`src/hw/rtl/tfcs_pkg.sv`:
```
// ----------------------------------------------------------------------------
// tfcs_pkg
// Shared widths, defaults and the ranked-entry type of the top-five selector.
// ----------------------------------------------------------------------------
`default_nettype none

package tfcs_pkg;

    localparam int VALUE_W         = 16;
    localparam int CLASS_W         = 10;
    localparam int RANK_W          = 3;
    localparam int MAX_CLASSES_DEF = 1024;
    localparam int TOP_COUNT_DEF   = 5;

    typedef struct packed {
        logic               filled;
        logic [CLASS_W-1:0] class_idx;
        logic [VALUE_W-1:0] value;
    } entry_t;

endpackage

`default_nettype wire

```
`src/hw/rtl/top_five_class_selector_unit.sv`:
```
// ----------------------------------------------------------------------------
// top_five_class_selector_unit
// Streaming top-k selector: a chain of rank cells keeps the largest values.
// ----------------------------------------------------------------------------
// Throughput: one item per cycle while in_ready is high; the cell chain updates in the accept cycle.
// Latency: rank 0 of a run is shown the cycle after its last item is accepted,
// then one rank per cycle while out_ready is high, TOP_COUNT results in all.
// A last item stalls only while the previous run's results are still draining.
// Reset: rst_n clears the ranked list, item count, overflow flag, output valid and rank.
`default_nettype none

module top_five_class_selector_unit #(
    parameter int MAX_CLASSES = tfcs_pkg::MAX_CLASSES_DEF,
    parameter int TOP_COUNT   = tfcs_pkg::TOP_COUNT_DEF
) (
    input  wire logic                           clk,
    input  wire logic                           rst_n,
    input  wire logic                           in_valid,
    output logic                                in_ready,
    input  wire logic [tfcs_pkg::VALUE_W-1:0]   probability,
    input  wire logic                           last_item,
    output logic                                out_valid,
    input  wire logic                           out_ready,
    output logic [tfcs_pkg::RANK_W-1:0]         rank,
    output logic [tfcs_pkg::CLASS_W-1:0]        class_index,
    output logic [tfcs_pkg::VALUE_W-1:0]        class_value,
    output logic                                found,
    output logic                                overflowed,
    output logic                                last_result
);

    localparam int ITEM_W = $clog2(MAX_CLASSES + 1);
    localparam int CW     = tfcs_pkg::CLASS_W;
    localparam logic [ITEM_W-1:0] MAX_ITEMS = ITEM_W'(MAX_CLASSES);

    logic [ITEM_W-1:0]  items_seen_reg;
    logic               ovf_reg;
    logic               accept;
    logic               full_hit;
    logic               insert;
    logic               end_run;
    logic               can_load;
    logic [CW-1:0]      new_class;

    logic               take_vec  [TOP_COUNT];
    tfcs_pkg::entry_t   cur_entry [TOP_COUNT];
    tfcs_pkg::entry_t   nxt_entry [TOP_COUNT];

    assign in_ready  = !last_item || can_load;
    assign accept    = in_valid && in_ready;
    assign full_hit  = (items_seen_reg == MAX_ITEMS);
    assign insert    = accept && !full_hit;
    assign end_run   = accept && last_item;
    assign new_class = CW'(items_seen_reg);

    always_ff @(posedge clk or negedge rst_n)
    begin
        if (!rst_n)
        begin
            items_seen_reg <= '0;
            ovf_reg        <= 1'b0;
        end
        else if (end_run)
        begin
            items_seen_reg <= '0;
            ovf_reg        <= 1'b0;
        end
        else if (accept)
        begin
            if (full_hit)
            begin
                ovf_reg <= 1'b1;
            end
            else
            begin
                items_seen_reg <= items_seen_reg + 1'b1;
            end
        end
    end

    for (genvar i = 0; i < TOP_COUNT; i++)
    begin : g_cell
        logic             take_prev;
        tfcs_pkg::entry_t prev_entry;

        if (i == 0)
        begin : g_head
            assign take_prev  = 1'b0;
            assign prev_entry = '0;
        end
        else
        begin : g_link
            assign take_prev  = take_vec[i-1];
            assign prev_entry = cur_entry[i-1];
        end

        tfcs_cell u_cell (
            .clk        (clk),
            .rst_n      (rst_n),
            .update     (accept),
            .clear      (last_item),
            .insert     (insert),
            .new_value  (probability),
            .new_class  (new_class),
            .take_prev  (take_prev),
            .prev_entry (prev_entry),
            .take       (take_vec[i]),
            .entry      (cur_entry[i]),
            .entry_next (nxt_entry[i])
        );
    end

    tfcs_out_buffer #(
        .TOP_COUNT (TOP_COUNT)
    ) u_out_buffer (
        .clk         (clk),
        .rst_n       (rst_n),
        .load        (end_run),
        .snap        (nxt_entry),
        .snap_ovf    (ovf_reg || full_hit),
        .out_ready   (out_ready),
        .out_valid   (out_valid),
        .rank        (rank),
        .class_index (class_index),
        .class_value (class_value),
        .found       (found),
        .overflowed  (overflowed),
        .last_result (last_result),
        .can_load    (can_load)
    );

endmodule

`default_nettype wire

```
`src/hw/rtl/tfcs_cell.sv`:
```
// ----------------------------------------------------------------------------
// tfcs_cell
// One rank of the sorted list: compares the incoming value, keeps its entry,
// takes the new item or its upper neighbor's entry.
// ----------------------------------------------------------------------------
`default_nettype none

module tfcs_cell (
    input  wire logic                               clk,
    input  wire logic                               rst_n,
    input  wire logic                               update,
    input  wire logic                               clear,
    input  wire logic                               insert,
    input  wire logic [tfcs_pkg::VALUE_W-1:0]       new_value,
    input  wire logic [tfcs_pkg::CLASS_W-1:0]       new_class,
    input  wire logic                               take_prev,
    input  wire tfcs_pkg::entry_t                   prev_entry,
    output logic                                    take,
    output tfcs_pkg::entry_t                        entry,
    output tfcs_pkg::entry_t                        entry_next
);

    tfcs_pkg::entry_t entry_reg;

    // new item lands behind every filled entry with value >= new value
    assign take  = !entry_reg.filled || (new_value > entry_reg.value);
    assign entry = entry_reg;

    always_comb
    begin
        entry_next = entry_reg;
        if (insert)
        begin
            if (take_prev)
            begin
                entry_next = prev_entry;
            end
            else if (take)
            begin
                entry_next.filled    = 1'b1;
                entry_next.class_idx = new_class;
                entry_next.value     = new_value;
            end
        end
    end

    always_ff @(posedge clk or negedge rst_n)
    begin
        if (!rst_n)
        begin
            entry_reg <= '0;
        end
        else if (update)
        begin
            entry_reg <= clear ? '0 : entry_next;
        end
    end

endmodule

`default_nettype wire

```
`src/hw/rtl/tfcs_out_buffer.sv`:
```
// ----------------------------------------------------------------------------
// tfcs_out_buffer
// Holds a snapshot of the ranked list and shifts it out, one rank per request.
// ----------------------------------------------------------------------------
`default_nettype none

module tfcs_out_buffer #(
    parameter int TOP_COUNT = tfcs_pkg::TOP_COUNT_DEF
) (
    input  wire logic                           clk,
    input  wire logic                           rst_n,
    input  wire logic                           load,
    input  wire tfcs_pkg::entry_t               snap [TOP_COUNT],
    input  wire logic                           snap_ovf,
    input  wire logic                           out_ready,
    output logic                                out_valid,
    output logic [tfcs_pkg::RANK_W-1:0]         rank,
    output logic [tfcs_pkg::CLASS_W-1:0]        class_index,
    output logic [tfcs_pkg::VALUE_W-1:0]        class_value,
    output logic                                found,
    output logic                                overflowed,
    output logic                                last_result,
    output logic                                can_load
);

    localparam int CNT_W = (TOP_COUNT > 1) ? $clog2(TOP_COUNT) : 1;
    localparam int RW    = tfcs_pkg::RANK_W;
    localparam logic [CNT_W-1:0] LAST_CNT = CNT_W'(TOP_COUNT - 1);

    tfcs_pkg::entry_t   buf_reg [TOP_COUNT];
    logic [CNT_W-1:0]   cnt_reg;
    logic               valid_reg;
    logic               ovf_reg;
    logic               pop;
    logic               final_pop;

    assign pop       = valid_reg && out_ready;
    assign final_pop = pop && (cnt_reg == LAST_CNT);
    assign can_load  = !valid_reg || final_pop;

    assign out_valid   = valid_reg;
    assign rank        = RW'(cnt_reg);
    assign class_index = buf_reg[0].class_idx;
    assign class_value = buf_reg[0].value;
    assign found       = buf_reg[0].filled;
    assign overflowed  = ovf_reg;
    assign last_result = (cnt_reg == LAST_CNT);

    always_ff @(posedge clk or negedge rst_n)
    begin
        if (!rst_n)
        begin
            valid_reg <= 1'b0;
            cnt_reg   <= '0;
        end
        else if (load)
        begin
            valid_reg <= 1'b1;
            cnt_reg   <= '0;
        end
        else if (pop)
        begin
            if (final_pop)
            begin
                valid_reg <= 1'b0;
            end
            cnt_reg <= cnt_reg + 1'b1;
        end
    end

    always_ff @(posedge clk)
    begin
        if (load)
        begin
            buf_reg <= snap;
            ovf_reg <= snap_ovf;
        end
        else if (pop)
        begin
            for (int i = 0; i < TOP_COUNT - 1; i++)
            begin
                buf_reg[i] <= buf_reg[i+1];
            end
            buf_reg[TOP_COUNT-1] <= '0;
        end
    end

endmodule

`default_nettype wire

```
`config.mk`:
```
export PLATFORM = sky130hd
export DESIGN_NAME = top_five_class_selector_unit
export DESIGN_NICKNAME = d
export VERILOG_FILES = /design/src/hw/rtl/tfcs_pkg.sv /design/src/hw/rtl/top_five_class_selector_unit.sv /design/src/hw/rtl/tfcs_cell.sv /design/src/hw/rtl/tfcs_out_buffer.sv
export SDC_FILE = /design/constraint.sdc
export NUM_CORES = 1
export LEC_CHECK = 0
export BUFFER_PORTS_ARGS = -buffer_cell sky130_fd_sc_hd__buf_2
export CORE_ASPECT_RATIO = 0.9
export CORE_UTILIZATION = 63
export DETAILED_ROUTE_END_ITERATION = 10
export PLACE_DENSITY = 0.81
export SYNTH_ARGS = -nofsm -noshare
export SYNTH_HDL_FRONTEND = slang
export SYNTH_SLANG_ARGS = --single-unit
```
`constraint.sdc`:
```
create_clock -name clk -period 6.15 [get_ports clk]
set_input_delay 0.3075 -clock clk [delete_from_list [all_inputs] [get_ports clk]]
set_output_delay 0.3075 -clock clk [all_outputs]
set_load 0.005 [all_outputs]
```
==> results of run 1 <==
==> critical path, delay by kind of cell, from the launching register on <==
kind            cells  cell delay (ns)
flops               1             0.38
simple gates        5             2.29
compound gates      2             0.38
buf+inv             2             0.45
fa+ha+maj           1             0.31
==> layout make-up <==
class                   count  area, sq um  area share (%)
clock buffers              47          906            5.30
clock inverters            10         88.8           0.520
inverters                  96          362            2.12
multi-input cells        1059         6970            40.8
flip-flops and latches    287         7860            46.0
well taps                 336          420            2.46
repair buffers             78          472            2.76
==> cells by family after synthesis <==
family          after synthesis  synth area share (%)
compound gates              464                  20.8
simple gates                461                  13.0
flops                       287                  49.6
buf+inv                     235                  6.82
fa+ha+maj                    84                  6.62
mux                          41                  2.71
xor+xnor                      9                 0.497
==> per-stage QoR <==
stage,power [mW],area [sq um]
after global placement,4.32,16100
after CTS,6.21,17100
after detailed placement,4.39,16100
after global routing,6.54,17100
final,6.25,17100
after floorplan,3.93,15900
==> path summary, 6_finish.rpt <==
path                                                             start                                      to  depth (start not counted)
worst max register to register  g_cell[2].u_cell.entry[15]$_DFFE_PN0P_   g_cell[2].u_cell.entry[3]$_DFFE_PN0P_                         10
worst max-delay path            g_cell[2].u_cell.entry[15]$_DFFE_PN0P_   g_cell[2].u_cell.entry[3]$_DFFE_PN0P_                         10
min in group asynchronous                                        rst_n   g_cell[0].u_cell.entry[6]$_DFFE_PN0P_                          2
max in group asynchronous                                        rst_n  g_cell[3].u_cell.entry[22]$_DFFE_PN0P_                          3
worst min-delay path                                         out_ready        u_out_buffer.rank[1]$_DFFE_PN0P_                          3
worst min register to register  g_cell[1].u_cell.entry[23]$_DFFE_PN0P_  g_cell[1].u_cell.entry[23]$_DFFE_PN0P_                          2
==> power by group <==
group,switching (mW),internal [mW],leakage [nW]
clock network,0.776,1.05,0.487
logic,1.14,0.578,2.85
registers,0.203,2.49,3.43
total,2.12,4.12,6.77
==> cells in the final DEF, fill, tap and decap left out, types with 17 or more instances in the layout <==
cell type                   Yosys  final
sky130_fd_sc_hd__a21oi_1       89     89
sky130_fd_sc_hd__a22o_1        30     30
sky130_fd_sc_hd__a22oi_1       20     20
sky130_fd_sc_hd__a31oi_1       52     51
sky130_fd_sc_hd__and3_1        18     18
sky130_fd_sc_hd__buf_2         25     53
sky130_fd_sc_hd__buf_4         35     22
sky130_fd_sc_hd__clkbuf_16      0     31
sky130_fd_sc_hd__dfrtp_1      151    151
sky130_fd_sc_hd__edfxtp_1     136    136
sky130_fd_sc_hd__ha_1          84     84
sky130_fd_sc_hd__inv_1         95     95
sky130_fd_sc_hd__mux2i_1       25     25
sky130_fd_sc_hd__nand2_1      208    206
sky130_fd_sc_hd__nand3_1       47     47
sky130_fd_sc_hd__nand4_1       25     25
sky130_fd_sc_hd__nor2_1       105    105
sky130_fd_sc_hd__nor3_1        21     21
sky130_fd_sc_hd__o211a_1       17     17
sky130_fd_sc_hd__o211ai_1      43     43
sky130_fd_sc_hd__o21ai_0       61     61
sky130_fd_sc_hd__o2bb2ai_1     53     53
sky130_fd_sc_hd__o31ai_1       32     31
==> routing by layer <==
layer  share of wire (%)  track usage [%]  up-vias
met3                  12             8.52       91
met1                  43             53.0     6208
li1                    -                -     5725
met2                  42             49.7      783
met5                   0                0        -
met4                 2.3             8.24        0
==> reports/results.md, run 1 <==
* complete, no violations — outcome
* 54 — number of cell rows
* sky130_fd_sc_hd__nand2_1, sky130_fd_sc_hd__dfrtp_1, sky130_fd_sc_hd__edfxtp_1, sky130_fd_sc_hd__nor2_1, sky130_fd_sc_hd__inv_1 — Commonest cells post-synth
* 136 — Post-synth EDFFs
* 63.7% — final period utilization
* 24500 sq um — Core Area
* 10.5% — layout cell share with drive strength beyond 1
* 0 — Ant. Diodes
* 26 — Critical Path Fanout Max
* 0 — max-capacitance violation count
* 0 — Post-CTS Setup Inserts
* 12807 — DR vias
* flip-flop — Worst setup EP type
* 64.9% — starting density of the core
* 2.23 ns — worst-case setup margin in the final layout
* 49.6% — sequential element share of the synthesized area
* 153 um — vertical extent of the die
* 27900 um — final HPWL from detailed placement
* 1686 — synthesized netlist net count
* 25800 sq um — total die area
* flip-flop — type of element launching the critical path
* 0 — Syn. warnings
* 2.34 ns — Worst Setup Slack post-DPL
* 1836 — number of filler instances in the final layout
* 43600 um — drt total wl
* sky130_fd_sc_hd__dfrtp_1 — Synth Flop Type
* 0.06 ns — CTS clock-pin slew for the worst setup and hold paths
* 6.77 nW — total leakage power
* 5 — 1st-pass router iterations
* 1709 — violation count after the first detailed-route iteration
* 3.92 ns — final critical delay including setup and external delays
* primary input to flip-flop — classification of the worst-slack hold path
* 1913 — final non-filler cell total
* 0.215 mV — peak supply drop
* 1855 — cell total after placement
* 1658 — Net count, final
* 0.57 ns — worst-skew pair later-pin latency
* 1.07 ns — biggest cell delay along the critical path
* 1.38 ns — actual transition at the worst max-transition pin
* 10.0 sq um — Post-Synthesis Mean Instance Area
* 22.8 um — detail-routed net length per standard cell
* 0 ns — setup TNS after final layout
* 0 — final count of pins violating max slew
* 54 — number of buffers inserted by port buffering
* sky130_fd_sc_hd__nand2_1 — top-count cell post-synth
* done — TritonCTS clock tree
* 1 — Hold-fix buffers, CTS
* 7.66% — relative area change from synthesis to final layout
* 55 — number of ports placed on the die boundary
* 0 — Hold Vio Cnt, Final
* 366 nW/um^2 — power density over the cells
* 69800 um — wire length of the first global-routing pass
* 3 — Bufs on Longest Clock Path
* 0.0500 ns — Hold Slack
* 6.69 — number of vias per cell after detailed routing
* 169 um — width of the die
* no — RSZ-0062 raised after global routing
* sky130_fd_sc_hd__edfxtp_1 — cell accounting for the most synthesized area
* 4.40 ns — data arrival time of the critical path
* 0 — residual overflow from global routing
* 71 — count of different cell masters after synthesis
* 0 — ANT nets after route
* 12236 — via count of the first global-routing pass
* 52.6% — FFs w/ async S/R, synth
* 6.63 ns — data required time of the worst path
* sky130_fd_sc_hd__clkbuf_16 — CTS Root Buffer Type
* sky130_fd_sc_hd__nand4_1 — cell repeated most along the worst path
* 287 — total of flip-flops plus latches after synthesis
* 8.30% — headroom to the max-slew limit
* 69.8% — final standard cell utilization of the core
* 0 — post-CTS resize count
* 31 — number of clock buffers inserted by TritonCTS
* 25.7% — top-area cell type share of the netlist area
* 0 — count of unresolved DRC violations after routing
* 15900 sq um — mapped cell area
* 287 — clock sinks
* 1581 — number of instances in the synthesized netlist
* 0.896 — RD Place Congestion
* 1 — number of H-tree levels
* 0.255 GHz — FMAX
* flip-flop to flip-flop — critical path start-end classification
* 0 — final setup violation count
* sky130_fd_sc_hd__edfxtp_1, sky130_fd_sc_hd__dfrtp_1, sky130_fd_sc_hd__ha_1 — synth top area cells
* 78 — largest net degree at the start of global routing
* 0.0102 ns — worst clock skew on the final layout
* 2.23 ns — minimum setup slack among reg-to-reg paths
* inv_1 > ha_1 > nand4_1 > nor3_1 > nand4_1 > buf_4 > and2_4 > a21oi_1 > and2_1 > o2bb2ai_1 — worst-path cell chain
* 0 — number of antenna violations at the first check in global routing
* 135 — max reg flops
* sky130_fd_sc_hd__and2_1 — highest-delay cell along the critical path
* 34.7% — Total Routing Usage GR
(Power assumes the default switching activity.)
==> inputs of run 2 (changes only) <==
==> constraint.sdc (replaced) <==
create_clock -name clk -period 3.85 [get_ports clk]
set_input_delay 0.1925 -clock clk [delete_from_list [all_inputs] [get_ports clk]]
set_output_delay 0.1925 -clock clk [all_outputs]
set_load 0.005 [all_outputs]
==> reports/results.md, run 2 (synthesis gave the netlist of run 1 again) <==
* 3.77 ns — data arrival time of the critical path, -0.63 ns
* 24500 sq um — Core Area, unchanged
* 580 nW/um^2 — power density over the cells, +58%
* sky130_fd_sc_hd__clkbuf_16 — CTS Root Buffer Type
* 1420 — violation count after the first detailed-route iteration, -17%
* 64.9% — starting density of the core, unchanged
* 20.8 um — detail-routed net length per standard cell, -8.9%
* 1.33 ns — actual transition at the worst max-transition pin, -0.0419 ns
* 0.433 mV — peak supply drop, +100%
* sky130_fd_sc_hd__nand2_1 — most common cell after layout, fill and taps aside
* 0.305 GHz — FMAX, +19%
* 0.0169 ns — worst clock skew on the final layout, +0.00667 ns
* 31 — number of clock buffers inserted by TritonCTS, unchanged
* 8.92% — relative area change from synthesis to final layout
* 65800 um — wire length of the first global-routing pass, -5.8%
* 26200 um — final HPWL from detailed placement, -6.2%
* complete, no violations — outcome
* 11.0% — headroom to the max-slew limit, +2.7 points
* flip-flop — type of element launching the critical path
* 3 — Bufs on Longest Clock Path, unchanged
* 0 — post-CTS resize count, unchanged
* 136 — largest net degree at the start of global routing, +74%
* 0 ns — setup TNS after final layout, unchanged
* 0 — count of unresolved DRC violations after routing, unchanged
* 1866 — cell total after placement, +0.59%
* 12617 — DR vias, -1.5%
* sky130_fd_sc_hd__nand2_1, sky130_fd_sc_hd__dfrtp_1, sky130_fd_sc_hd__edfxtp_1, sky130_fd_sc_hd__nor2_1, sky130_fd_sc_hd__inv_1 — highest-count cells in the layout ignoring fill and taps
* 54 — number of cell rows, unchanged
* 0 — ANT nets after route, unchanged
* 0 — number of antenna violations at the first check in global routing, unchanged
* 3.30 mW — switching component of the power, +55%
* 153 um — vertical extent of the die, unchanged
* 40000 um — drt total wl, -8.2%
* 55 — number of ports placed on the die boundary, unchanged
* 11.4% — layout cell share with drive strength beyond 1, +0.91 points
* done — TritonCTS clock tree
* 29.8% — clock power share, +0.5 points
* no — RSZ-0062 raised after global routing
* 26 — Critical Path Fanout Max, unchanged
* 6.87 nW — total leakage power, +1.5%
* 42.8% — power share of the sequential group, -0.3 points
* 27.4% — combinational fraction of design power, -0.2 points
* 0 — max-capacitance violation count, unchanged
* 1671 — Net count, final, +0.78%
* 0 — final setup violation count, unchanged
* 12166 — via count of the first global-routing pass, -0.57%
* 70.7% — final standard cell utilization of the core, +0.81 points
* 4.34 ns — data required time of the worst path, -2.29 ns
* 287 — clock sinks, unchanged
* 0 — final count of pins violating max slew, unchanged
* 6.55 — number of vias per cell after detailed routing, -2.2%
* 0 — residual overflow from global routing, unchanged
* 5 — 1st-pass router iterations, unchanged
* 0 — Ant. Diodes, unchanged
* 1927 — final non-filler cell total, +0.73%
* 0.06 ns — CTS clock-pin slew for the worst setup and hold paths, about the same
* 25800 sq um — total die area, unchanged
* 0.922 — RD Place Congestion, +3.0%
* 169 um — width of the die, unchanged
* 3.28 ns — final critical delay including setup and external delays, -0.635 ns
* 1 — number of H-tree levels, unchanged
* flip-flop — Worst setup EP type
* 31.7% — Total Routing Usage GR, -2.9 points
* 85.2% — final period utilization, +22 points
* 6.72 mW — cell-internal power, +63%
* 0.57 ns — worst-skew pair later-pin latency, about the same
* 54 — number of buffers inserted by port buffering, unchanged
* primary input to flip-flop — classification of the worst-slack hold path
* 0 — Hold Vio Cnt, Final, unchanged
* 135 — max reg flops, unchanged
* flip-flop to flip-flop — critical path start-end classification
* 32.9% — switching part of the total, -1.1 points
[run 2: final timing paths]
kind / startpoint / to / slack [ns] / cells after the start
worst max register to register: g_cell[0].u_cell.entry[15]$_DFFE_PN0P_ / g_cell[0].u_cell.entry[8]$_DFFE_PN0P_ / 0.57 / 7
worst min register to register: g_cell[4].u_cell.entry[21]$_DFFE_PN0P_ / g_cell[4].u_cell.entry[21]$_DFFE_PN0P_ / 0.48 / 2
worst max-delay path: g_cell[0].u_cell.entry[15]$_DFFE_PN0P_ / g_cell[0].u_cell.entry[8]$_DFFE_PN0P_ / 0.57 / 7
max in group asynchronous: rst_n / g_cell[4].u_cell.entry[4]$_DFFE_PN0P_ / 2.70 / 3
min in group asynchronous: rst_n / g_cell[0].u_cell.entry[21]$_DFFE_PN0P_ / 0.24 / 2
worst min-delay path: probability[11] / g_cell[0].u_cell.entry[11]$_DFFE_PN0P_ / 0.08 / 2
[run 2: timing repair]
item / CTS / global route
hold buffers: 3 / 0
buffers inserted: 0 / 0
setup endpoints to repair: 0 / 0
hold endpoints to repair: 84 / 0
[run 2: cell type report]
class,instances,area (sq um)
Sequential cell,287,7860
Fill cell,1762,7180
Multi-Input combinational cell,1059,6970
Clock buffer,44,875
Timing Repair Buffer,91,637
Tap cell,336,420
Inverter,96,362
Clock inverter,14,154
[run 2: worst max-delay path, stage by stage, from the launching register on]
cell and delay, ns:
sky130_fd_sc_hd__dfrtp_1 0.42, sky130_fd_sc_hd__inv_1 0.07, sky130_fd_sc_hd__ha_1 0.31, sky130_fd_sc_hd__nand4_1 0.27, sky130_fd_sc_hd__nor4_1 0.52, sky130_fd_sc_hd__o21ai_0 0.26
sky130_fd_sc_hd__o21bai_2 1.06, sky130_fd_sc_hd__a22o_1 0.30
[run 2: power groups by stage]
stage	clock (mW)	sequential (mW)	combinational, mW
after detailed placement	0	4.32	2.68
final	2.98	4.29	2.75
after global placement	0	4.30	2.59
after floorplan	0	4.24	2.01
after global routing	3.14	4.34	3.02
after CTS	3.00	4.27	2.71
[run 2: routing by layer]
| metal | wire (um) | track usage [%] |
|---|---|---|
| met1 | 17400 | 48.6 |
| met2 | 17500 | 46.9 |
| met3 | 4380 | 5.84 |
| met4 | 783 | 7.51 |
| met5 | 0 | 0 |
[run 2: through the flow]
stage | area, sq um | setup WS (ns) | power [mW] | hold WS (ns)
final | 17300 | 0.570 | 10.0 | 0.0809
after global routing | 17300 | 0.362 | 10.5 | 0.0862
after CTS | 17300 | 0.641 | 9.98 | 0.0546
after detailed placement | 16200 | 0.670 | 7.00 | 0.321
after global placement | 16200 | 0.715 | 6.89 | 0.318
after floorplan | 15900 | 0.0686 | 6.25 | -0.103
